$ cat src/hw/rtl/cfd_pkg.sv
package cfd_pkg;

  localparam int FRAME_SIZE   = 10;
  localparam int TEXT_FIRST   = 3;
  localparam int TEXT_BYTES   = FRAME_SIZE - TEXT_FIRST;
  localparam int STORED_BYTES = TEXT_BYTES - 1;
  localparam int TEXT_W       = 8 * TEXT_BYTES;
  localparam int CNT_W        = 4;
  localparam int STORE_IDX_W  = $clog2(STORED_BYTES);
  localparam int CFG_INDEX_W  = 2;
  localparam int CFG_DATA_W   = 16;

  localparam logic [CNT_W-1:0] TEXT_FIRST_POS = CNT_W'(TEXT_FIRST);
  localparam logic [CNT_W-1:0] LAST_POS       = CNT_W'(FRAME_SIZE - 1);

  localparam logic [7:0]  START_BYTE_RESET      = 8'h80;
  localparam logic [15:0] EXPECTED_LENGTH_RESET = 16'd7;

  localparam logic [CFG_INDEX_W-1:0] CFG_START_BYTE      = CFG_INDEX_W'(0);
  localparam logic [CFG_INDEX_W-1:0] CFG_EXPECTED_LENGTH = CFG_INDEX_W'(1);

  typedef enum logic [2:0] {
    PH_HUNT,
    PH_LEN_LO,
    PH_LEN_HI,
    PH_SEQ,
    PH_HDR,
    PH_DATA
  } phase_t;

  typedef struct packed {
    logic [7:0]  start_byte;
    logic [15:0] expected_length;
  } cfg_t;

  typedef struct packed {
    logic              valid;
    logic [TEXT_W-1:0] text;
  } result_t;

endpackage

$ cat src/hw/rtl/cfd_cfg.sv
module cfd_cfg (
  input  logic                           clk,
  input  logic                           rst,
  input  logic                           cfg_valid,
  output logic                           cfg_ready,
  input  logic [cfd_pkg::CFG_INDEX_W-1:0] cfg_index,
  input  logic [cfd_pkg::CFG_DATA_W-1:0]  cfg_data,
  output cfd_pkg::cfg_t                  cfg
);
  import cfd_pkg::*;

  logic [7:0]  start_byte;
  logic [15:0] expected_length;

  assign cfg_ready = 1'b1;

  always_ff @(posedge clk) begin
    if (rst) begin
      start_byte      <= START_BYTE_RESET;
      expected_length <= EXPECTED_LENGTH_RESET;
    end else if (cfg_valid && cfg_ready) begin
      case (cfg_index)
        CFG_START_BYTE:      start_byte      <= cfg_data[7:0];
        CFG_EXPECTED_LENGTH: expected_length <= cfg_data[15:0];
        default: ;
      endcase
    end
  end

  assign cfg.start_byte      = start_byte;
  assign cfg.expected_length = expected_length;

endmodule

$ cat src/hw/rtl/cfd_parser.sv
module cfd_parser (
  input  logic              clk,
  input  logic              rst,
  input  logic              accept,
  input  logic [7:0]        rx_byte,
  input  cfd_pkg::cfg_t     cfg,
  output cfd_pkg::result_t  res
);
  import cfd_pkg::*;

  phase_t           phase, phase_next;
  logic [CNT_W-1:0] byte_count, byte_count_next;
  logic [7:0]       running_sum, running_sum_next;
  logic [7:0]       len_lo, len_lo_next;
  logic [7:0]       frame_bytes [STORED_BYTES];
  logic             store;
  logic [CNT_W-1:0] store_pos;
  logic [7:0]       sum_add;

  assign sum_add   = running_sum + rx_byte;
  assign store_pos = byte_count - TEXT_FIRST_POS;

  always_ff @(posedge clk) begin
    if (rst) begin
      phase       <= PH_HUNT;
      byte_count  <= '0;
      running_sum <= '0;
      len_lo      <= '0;
    end else begin
      phase       <= phase_next;
      byte_count  <= byte_count_next;
      running_sum <= running_sum_next;
      len_lo      <= len_lo_next;
    end
  end

  always_ff @(posedge clk) begin
    if (store) begin
      frame_bytes[store_pos[STORE_IDX_W-1:0]] <= rx_byte;
    end
  end

  always_comb begin
    phase_next       = phase;
    byte_count_next  = byte_count;
    running_sum_next = running_sum;
    len_lo_next      = len_lo;
    store            = 1'b0;
    res.valid        = 1'b0;
    for (int i = 0; i < STORED_BYTES; i++) begin
      res.text[8*i +: 8] = frame_bytes[i];
    end
    res.text[TEXT_W-1 -: 8] = rx_byte;
    if (accept) begin
      case (phase)
        PH_HUNT: begin
          if (rx_byte == cfg.start_byte) begin
            phase_next       = PH_LEN_LO;
            byte_count_next  = CNT_W'(1);
            running_sum_next = rx_byte;
          end else begin
            byte_count_next = '0;
          end
        end
        PH_LEN_LO: begin
          len_lo_next      = rx_byte;
          byte_count_next  = byte_count + 1'b1;
          running_sum_next = sum_add;
          phase_next       = PH_LEN_HI;
        end
        PH_LEN_HI: begin
          if ({rx_byte, len_lo} == cfg.expected_length) begin
            byte_count_next  = byte_count + 1'b1;
            running_sum_next = sum_add;
            phase_next       = PH_SEQ;
          end else begin
            byte_count_next  = '0;
            running_sum_next = '0;
            phase_next       = PH_HUNT;
          end
        end
        PH_SEQ: begin
          store            = 1'b1;
          byte_count_next  = byte_count + 1'b1;
          running_sum_next = sum_add;
          phase_next       = PH_HDR;
        end
        PH_HDR: begin
          store            = 1'b1;
          byte_count_next  = byte_count + 1'b1;
          running_sum_next = sum_add;
          phase_next       = PH_DATA;
        end
        PH_DATA: begin
          if (byte_count == LAST_POS) begin
            res.valid        = (sum_add == 8'd0);
            byte_count_next  = '0;
            running_sum_next = '0;
            phase_next       = PH_HUNT;
          end else begin
            store            = 1'b1;
            byte_count_next  = byte_count + 1'b1;
            running_sum_next = sum_add;
          end
        end
        default: begin
          byte_count_next  = '0;
          running_sum_next = '0;
          phase_next       = PH_HUNT;
        end
      endcase
    end
  end

  a_res_at_last: assert property (@(posedge clk) disable iff (rst)
    res.valid |-> (phase == PH_DATA && byte_count == LAST_POS))
    else $error("result outside last frame byte");

  a_res_resync: assert property (@(posedge clk) disable iff (rst)
    res.valid |=> (phase == PH_HUNT && byte_count == '0 && running_sum == '0))
    else $error("no resync after result");

  a_hunt_count: assert property (@(posedge clk) disable iff (rst)
    (phase == PH_HUNT) |-> (byte_count == '0))
    else $error("count not cleared while hunting");

  a_count_range: assert property (@(posedge clk) disable iff (rst)
    byte_count <= LAST_POS)
    else $error("byte count past frame end");

endmodule

$ cat src/hw/rtl/cfd_out_buf.sv
module cfd_out_buf (
  input  logic                      clk,
  input  logic                      rst,
  input  cfd_pkg::result_t          res,
  output logic                      full,
  output logic                      out_valid,
  input  logic                      out_stall,
  output logic [cfd_pkg::TEXT_W-1:0] reading_text
);
  import cfd_pkg::*;

  logic              skid_valid;
  logic [TEXT_W-1:0] skid_text;
  logic              out_take;

  assign out_take = out_valid && !out_stall;
  assign full     = skid_valid;

  always_ff @(posedge clk) begin
    if (rst) begin
      out_valid  <= 1'b0;
      skid_valid <= 1'b0;
    end else if (skid_valid) begin
      if (out_take) begin
        skid_valid <= 1'b0;
      end
    end else if (res.valid) begin
      if (!out_valid || out_take) begin
        out_valid <= 1'b1;
      end else begin
        skid_valid <= 1'b1;
      end
    end else if (out_take) begin
      out_valid <= 1'b0;
    end
  end

  always_ff @(posedge clk) begin
    if (skid_valid) begin
      if (out_take) begin
        reading_text <= skid_text;
      end
    end else if (res.valid) begin
      if (!out_valid || out_take) begin
        reading_text <= res.text;
      end else begin
        skid_text <= res.text;
      end
    end
  end

  a_skid_behind_out: assert property (@(posedge clk) disable iff (rst)
    skid_valid |-> out_valid)
    else $error("skid holds data with output empty");

  a_no_overrun: assert property (@(posedge clk) disable iff (rst)
    res.valid |-> !skid_valid)
    else $error("result arrived with both slots full");

  a_skid_fill: assert property (@(posedge clk) disable iff (rst)
    $rose(skid_valid) |-> $past(out_valid && out_stall))
    else $error("skid filled while output drained");

endmodule

$ cat src/hw/rtl/checksum_frame_deframer_top.sv
// Channel   Direction  Handshake               Payload
// in        in         in_valid / in_stall     rx_byte[7:0]
// out       out        out_valid / out_stall   reading_text[55:0]
// cfg       in         cfg_valid / cfg_ready   cfg_index[1:0], cfg_data[15:0]
//
// One byte per cycle unless stalled; a good frame's result registers with its last byte.
// Frame state and the running checksum update in a single register stage.
// A two-entry output buffer absorbs results; in_stall rises only when both entries hold.
// Synchronous reset returns to hunting and restores register defaults.
module checksum_frame_deframer_top (
  input  logic                            clk,
  input  logic                            rst,
  input  logic                            in_valid,
  output logic                            in_stall,
  input  logic [7:0]                      rx_byte,
  output logic                            out_valid,
  input  logic                            out_stall,
  output logic [cfd_pkg::TEXT_W-1:0]      reading_text,
  input  logic                            cfg_valid,
  output logic                            cfg_ready,
  input  logic [cfd_pkg::CFG_INDEX_W-1:0] cfg_index,
  input  logic [cfd_pkg::CFG_DATA_W-1:0]  cfg_data
);
  import cfd_pkg::*;

  cfg_t    cfg;
  result_t res;
  logic    full;
  logic    accept;

  assign in_stall = full;
  assign accept   = in_valid && !in_stall;

  cfd_cfg u_cfg (
    .clk       (clk),
    .rst       (rst),
    .cfg_valid (cfg_valid),
    .cfg_ready (cfg_ready),
    .cfg_index (cfg_index),
    .cfg_data  (cfg_data),
    .cfg       (cfg)
  );

  cfd_parser u_parser (
    .clk     (clk),
    .rst     (rst),
    .accept  (accept),
    .rx_byte (rx_byte),
    .cfg     (cfg),
    .res     (res)
  );

  cfd_out_buf u_out_buf (
    .clk          (clk),
    .rst          (rst),
    .res          (res),
    .full         (full),
    .out_valid    (out_valid),
    .out_stall    (out_stall),
    .reading_text (reading_text)
  );

endmodule
$ cat config.mk
export PLATFORM = sky130hd
export DESIGN_NAME = checksum_frame_deframer_top
export DESIGN_NICKNAME = d
export VERILOG_FILES = /design/src/hw/rtl/cfd_pkg.sv /design/src/hw/rtl/cfd_cfg.sv /design/src/hw/rtl/cfd_parser.sv /design/src/hw/rtl/cfd_out_buf.sv /design/src/hw/rtl/checksum_frame_deframer_top.sv
export SDC_FILE = /design/constraint.sdc
export NUM_CORES = 1
export LEC_CHECK = 0
export BUFFER_PORTS_ARGS = -buffer_cell sky130_fd_sc_hd__buf_2
export CORE_ASPECT_RATIO = 0.75
export CORE_MARGIN = 2
export CORE_UTILIZATION = 58
export DETAILED_ROUTE_END_ITERATION = 16
export HOLD_SLACK_MARGIN = 0.1
export PLACE_DENSITY = 0.79
export SLEW_MARGIN = 20
export SYNTH_ARGS = -nofsm -noshare
export SYNTH_HDL_FRONTEND = slang
export SYNTH_SLANG_ARGS = --single-unit
$ cat constraint.sdc
create_clock -name clk -period 12.5 [get_ports clk]
set_input_delay 1.875 -clock clk [delete_from_list [all_inputs] [get_ports clk]]
set_output_delay 1.875 -clock clk [all_outputs]
set_load 0.05 [all_outputs]
# After elaboration in Yosys (flattened, before gate mapping)
# Memories as Yosys holds them, arrays and structs flattened.
# Cells that the tools add are included.
dict set report word_totals {
  register_bits 161
  ram_bits 48
  inputBits 31
  mem_count 1
}
dict set report classes {
  addsub 3
  eq_ne 13
  muxes 31
  bitwise 2
  reduce_logical 22
}
# name words word_bits read_ports rd_ports_with_merged_regs wr line_no
set mem_list {}
lappend mem_list {u_parser.frame_bytes 6 8 6 0 1 cfd_parser.sv:15} ;# logic [7:0] frame_bytes [STORED_BYTES];
# cell n
set ops {}
lappend ops {{56-bit 2-to-1 mux} 4}
lappend ops {{8-bit case mux with 4 select lines} 1}
lappend ops {{8-bit 2-to-1 mux} 3}
lappend ops {{3-bit case mux with 6 select lines} 1}
lappend ops {{16-bit == test} 1}
lappend ops {{4-bit case mux with 4 select lines} 1}
lappend ops {{1-bit 2-to-1 mux} 15}
lappend ops {{3-bit AND reduction} 4}
lappend ops {{8-bit adder} 1}
lappend ops {{8-bit == test} 1}
lappend ops {{8-bit logical NOT} 1}
lappend ops {{4-bit 2-to-1 mux} 2}
lappend ops {{2-bit AND reduction} 4}
lappend ops {{3-bit by 2-bit == test with 1-bit output (second input constant)} 2}
lappend ops {{3-bit == test (second input constant)} 2}
lappend ops {{3-bit 2-to-1 mux} 2}
lappend ops {{2-bit by 1-bit inequality test with 1-bit output (second input constant)} 3}
lappend ops {{2-bit nonzero test} 3}
lappend ops {{4-bit by 1-bit adder with 4-bit output (second input constant)} 1}
lappend ops {{4-bit == test (second input constant)} 1}
lappend ops {{3-bit by 1-bit == test with 1-bit output (second input constant)} 1}
lappend ops {{1-bit logical NOT} 3}
lappend ops {{3-bit logical NOT} 1}
lappend ops {{3-bit OR reduction} 1}
lappend ops {{10 further kinds} 12}

# Longest topological paths before layout
dict set report depth {
  depth_word 7
  mapped_depth 9
  depth_no_buf 8
}

# By module
# Synthesis repeated with hierarchy kept, for this count alone.
dict set report hier_totals {
  cells_unflattened 554
  area_unflattened_um2 8749.6
}
# mod instances cells_per_inst area_each_um2
set modules_own_cells {}
lappend modules_own_cells {cfd_out_buf 1 187 4438.0}
lappend modules_own_cells {cfd_parser 1 262 3231.8}
lappend modules_own_cells {cfd_cfg 1 104 1066.0}
lappend modules_own_cells {checksum_frame_deframer_top 1 1 13.8}

# Least setup slack after synthesis
# Ideal clock, no wire load.
dict set report synth_path {
  path_kind {input to register}
  from {in rx_byte[0]}
  to {reg u_out_buf.skid_text[0] (enable)}
  setup_time_ns 0.608
  arrival_ns 8.751
  t_required_ns 11.892
  setup_slack_ns 3.142
  cell_stages 6
  path_buffers 0
  path_cell_list {ha_1 > fa_1 > or4b_1 > nor3_1 > nand4_1 > nor4_1}
}
dict set report synth_between {
  elab_chain_cells 6
}
# item line_no
set synth_lines {}
lappend synth_lines {{start, declared} checksum_frame_deframer_top.sv:15} ;# input logic [7:0] rx_byte,
lappend synth_lines {{8-bit adder} cfd_parser.sv:20} ;# assign sum_add = running_sum + rx_byte;
lappend synth_lines {{8-bit logical NOT} cfd_parser.sv:96} ;# res.valid = (sum_add == 8'd0);
lappend synth_lines {{1-bit 2-to-1 mux} cfd_parser.sv:95} ;# if (byte_count == LAST_POS) begin
lappend synth_lines {{1-bit 2-to-1 mux} cfd_parser.sv:55} ;# case (phase)
lappend synth_lines {{1-bit 2-to-1 mux} cfd_parser.sv:54} ;# if (accept) begin
lappend synth_lines {{3-bit AND reduction (no line)} --}
lappend synth_lines {{end signal, assigned} cfd_out_buf.sv:47} ;# skid_text <= res.text;
lappend synth_lines {{end, declared} cfd_out_buf.sv:13} ;# logic [TEXT_W-1:0] skid_text;
# No other way between the ends.
# A chain may end at the register's enable or synchronous reset.

# Worst setup path in the final report
dict set report layout_path {
  from {in rx_byte[0]}
  to {reg u_out_buf.reading_text[2] in the netlist's numbering (enable)}
}
dict set report layout_between {
  elab_chain_cells 7
}
# item line_no
set layout_lines {}
lappend layout_lines {{8-bit adder} cfd_parser.sv:20}
lappend layout_lines {{8-bit logical NOT} cfd_parser.sv:96}
lappend layout_lines {{1-bit 2-to-1 mux} cfd_parser.sv:95}
lappend layout_lines {{1-bit 2-to-1 mux} cfd_parser.sv:55}
lappend layout_lines {{1-bit 2-to-1 mux} cfd_parser.sv:54}
lappend layout_lines {{2-bit nonzero test (no line)} --}
lappend layout_lines {{3-bit AND reduction (no line)} --}
lappend layout_lines {{end signal, assigned} cfd_out_buf.sv:41} ;# reading_text <= skid_text;
lappend layout_lines {{end signal, assigned} cfd_out_buf.sv:45} ;# reading_text <= res.text;
lappend layout_lines {{end, declared} cfd_out_buf.sv:8} ;# output logic [cfd_pkg::TEXT_W-1:0] reading_text
# No other way between the ends.

==> run_results.csv <==
group,metric,value,unit
logic_synthesis,syn_inst,567,
cts,numCtsBuffers,21,
sta,maxSlewHeadroom,28.4,%
finish,diodes,0,
finish,final_cell_mix,"edfxtp_1, buf_2, mux2_2, nand2_1, dfxtp_1",
sta,fin_skew,0.0105,ns
global_routing,grt_pass1_wl,25.7,mm
cts,cts_tree,"yes",
power,leakagePower,3.36,nW
cts,clk_latency,0.50,ns
cts,cts_setup_buffers,0,
placement,port_buffers,88,
detailed_routing,detail-route-antenna-nets,0,
die,fp.dieH,108,um
sta,hold_viol_final,0,
global_routing,antenna_found_initial,0,
global_routing,grt_start_max_net_pins,57,
placement,dp_hpwl,9.99,mm
cts,ctsResizeCount,0,
placement,dp.cells,835,
cts,clk_path_buf_depth,3,
placement,dpl_worst_slack,7.32,ns
cts,cts_hold_buf,0,
finish,area.growth.synth_to_final,15.2,%
logic_synthesis,synthArstFlopShare,0,%
sta,rsz0062_at_grt,"false",
global_routing,gr-total-overflow,0,
cts,clk_pin_slew_worst_paths,0.06,ns
cts,cts.sinks,209,
finish,final_common_cell,"edfxtp_1",
global_routing,track_usage,21.4,%
logic_synthesis,synth_seq_area_share,68.8,%
sta,worst_slew_pin_slew,1.07,ns
finish,instances_no_fill,873,
logic_synthesis,synthesis.nets,608,
global_routing,grt_pass1_vias,4881,
sta,fin_ws,7.83,ns
detailed_routing,dr_total_vias,4890,
logic_synthesis,ys.flop_type,"edfxtp_1",
detailed_routing,post_drt_wl_per_cell,18.3,um
setup_path,worstSetupPathType,"in -> reg",
die,start_util,58.8,%
die,core_area,14300,um2
finish,layout.nets,699,
placement,globalplace.congestion,0.827,
power,power.density,144,nW/um2
logic_synthesis,syn_area,8410,um2
sta,finalCriticalPeriod,4.67,ns
sta,fmax,0.214,GHz
logic_synthesis,synth_seq_cells,209,
die,die_w,143,um
die,rows,38,
detailed_routing,drtIter0Drc,389,
power,total_power,1.40,mW
setup_path,cp.required,12.63,ns
setup_path,rrSetupSlack,9.17,ns
outcome,outcome,"complete, no violations",
setup_path,cp_max_fo,56,
detailed_routing,vias_per_cell,5.60,
logic_synthesis,avgSynthCellArea,14.8,um2
sta,final_min_period_over_clock_period,37.3,%
power,vdd_drop_max,0.0824,mV
logic_synthesis,yosys_warnings,0,
setup_path,cp-end-kind,"flip-flop",
finish,final_util,67.7,%
setup_path,crit_path_start_kind,"input port",
detailed_routing,remaining_drc_errors,0,
logic_synthesis,yosysUniqueCellTypes,55,
logic_synthesis,synth_top_area_cell,"edfxtp_1",
die,die_area,15500,um2
sta,setup_viol,0,
hold_path,hold_path_class,"reg -> reg",
logic_synthesis,synth.top_cell.area_share,57.1,%
cts,htreeDepth,1,
sta,setup_tns,0,ns
logic_synthesis,synth_edf_count,160,
setup_path,arrival,4.79,ns
finish,drive_gt1_share,30.8,%
cts,root_buffer,"clkbuf_16",
flow_run,cap_violations,0,
logic_synthesis,synth.area.top_cells,"edfxtp_1, dfxtp_1, mux2_2, xor2_1, a21oi_1",
detailed_routing,dr.pass1.iters,4,
detailed_routing,drt-total-wl,16.0,mm
finish,n_fill_cell,994,
sta,slew_viol_final,0,
die,ios,90,
==> through the flow <==
step | instance area [um2] | hold WS, ns
after floorplan | 8410 | 0.422
after global placement | 9010 | 0.430
after detailed placement | 9010 | 0.435
after CTS | 9680 | 0.449
after global routing | 9690 | 0.457
final | 9690 | 0.449
==> critical path, stage by stage <==
cell and delay, ns:
buf_2 0.21, ha_1 0.28, fa_1 0.44, a211oi_1 0.39
nor2_1 0.11, xor2_1 0.19, nor3_1 0.35, and2_1 0.18
a32o_2 0.16, buf_4 0.55
==> flip-flops by register name, indices dropped and copies added, names as in the netlist <==
| register | cells |
|---|---|
| u_cfg.expected_length | 16 |
| u_cfg.start_byte | 8 |
| u_out_buf.full | 1 |
| u_out_buf.out_valid | 1 |
| u_out_buf.reading_text | 56 |
| u_out_buf.skid_text | 56 |
| u_parser.byte_count | 4 |
| u_parser.frame_bytes | 48 |
| u_parser.len_lo | 8 |
| u_parser.phase | 3 |
| u_parser.running_sum | 8 |
==> final timing paths <==
| path | endpoint | cells past startpoint | startpoint |
|---|---|---|---|
| max | u_out_buf.reading_text[2] | 10 | rx_byte[0] |
| min | u_out_buf.skid_text[25] | 0 | u_parser.frame_bytes[3][1] |
| max reg2reg | u_out_buf.reading_text[2] | 9 | u_parser.running_sum[0] |
| min reg2reg | u_out_buf.skid_text[25] | 0 | u_parser.frame_bytes[3][1] |
==> layout make-up <==
class / instances / area (um2) / share of cell area [%]
Clock inverter: 12 / 115 / 1.19
Multi-Input combinational cell: 325 / 2470 / 25.5
Tap cell: 200 / 250 / 2.58
Clock buffer: 26 / 554 / 5.72
Sequential cell: 209 / 5790 / 59.7
Timing Repair Buffer: 94 / 485 / 5.01
Inverter: 7 / 26.3 / 0.271
==> synthesized netlist by cell type, types with 2 or more instances <==
| library cell | number |
|---|---|
| a211oi_1 | 2 |
| a211oi_2 | 5 |
| a21oi_1 | 37 |
| a22oi_1 | 5 |
| a32oi_1 | 3 |
| and2_1 | 2 |
| and3b_1 | 2 |
| buf_1 | 7 |
| buf_2 | 3 |
| buf_6 | 5 |
| clkbuf_1 | 10 |
| dfxtp_1 | 49 |
| edfxtp_1 | 160 |
| ha_1 | 9 |
| inv_1 | 7 |
| mux2_2 | 56 |
| mux2i_1 | 15 |
| nand2_1 | 49 |
| nand2b_1 | 2 |
| nand3_1 | 4 |
| nand3b_1 | 6 |
| nand4b_1 | 2 |
| nor2_1 | 29 |
| nor2b_1 | 4 |
| nor3_1 | 12 |
| nor4_1 | 5 |
| nor4_4 | 3 |
| o2111ai_1 | 3 |
| o211ai_1 | 4 |
| o21ai_0 | 11 |
| o21ai_2 | 2 |
| o221ai_2 | 2 |
| or4b_1 | 2 |
| xnor2_1 | 5 |
| xor2_1 | 25 |
==> layer usage <==
metal / track usage, % / vias up / part of all wire [%]
met5: 0 / - / 0
li1: - / 2302 / -
met1: 31.4 / 2396 / 47
met2: 32.9 / 159 / 45
met4: 6.29 / 0 / 2.5
met3: 4.25 / 33 / 5.7
==> cell families (layout without fill, tap and decap cells) <==
family	Yosys count	count (layout)	share of synthesized area (%)
flops	209	209	68.8
buf+inv	33	139	2.01
mux	71	71	9.28
compound gates	81	81	6.59
xor+xnor	30	30	3.12
fa+ha+maj	10	10	1.58
simple gates	132	132	8.60
other cells	1	1	0.0446
==> where the power goes <==
group | switching [mW] | internal, mW
clock network | 0.251 | 0.358
logic | 0.0275 | 0.0143
registers | 0.00218 | 0.744
Note: power is estimated with default switching activity, not from simulation.
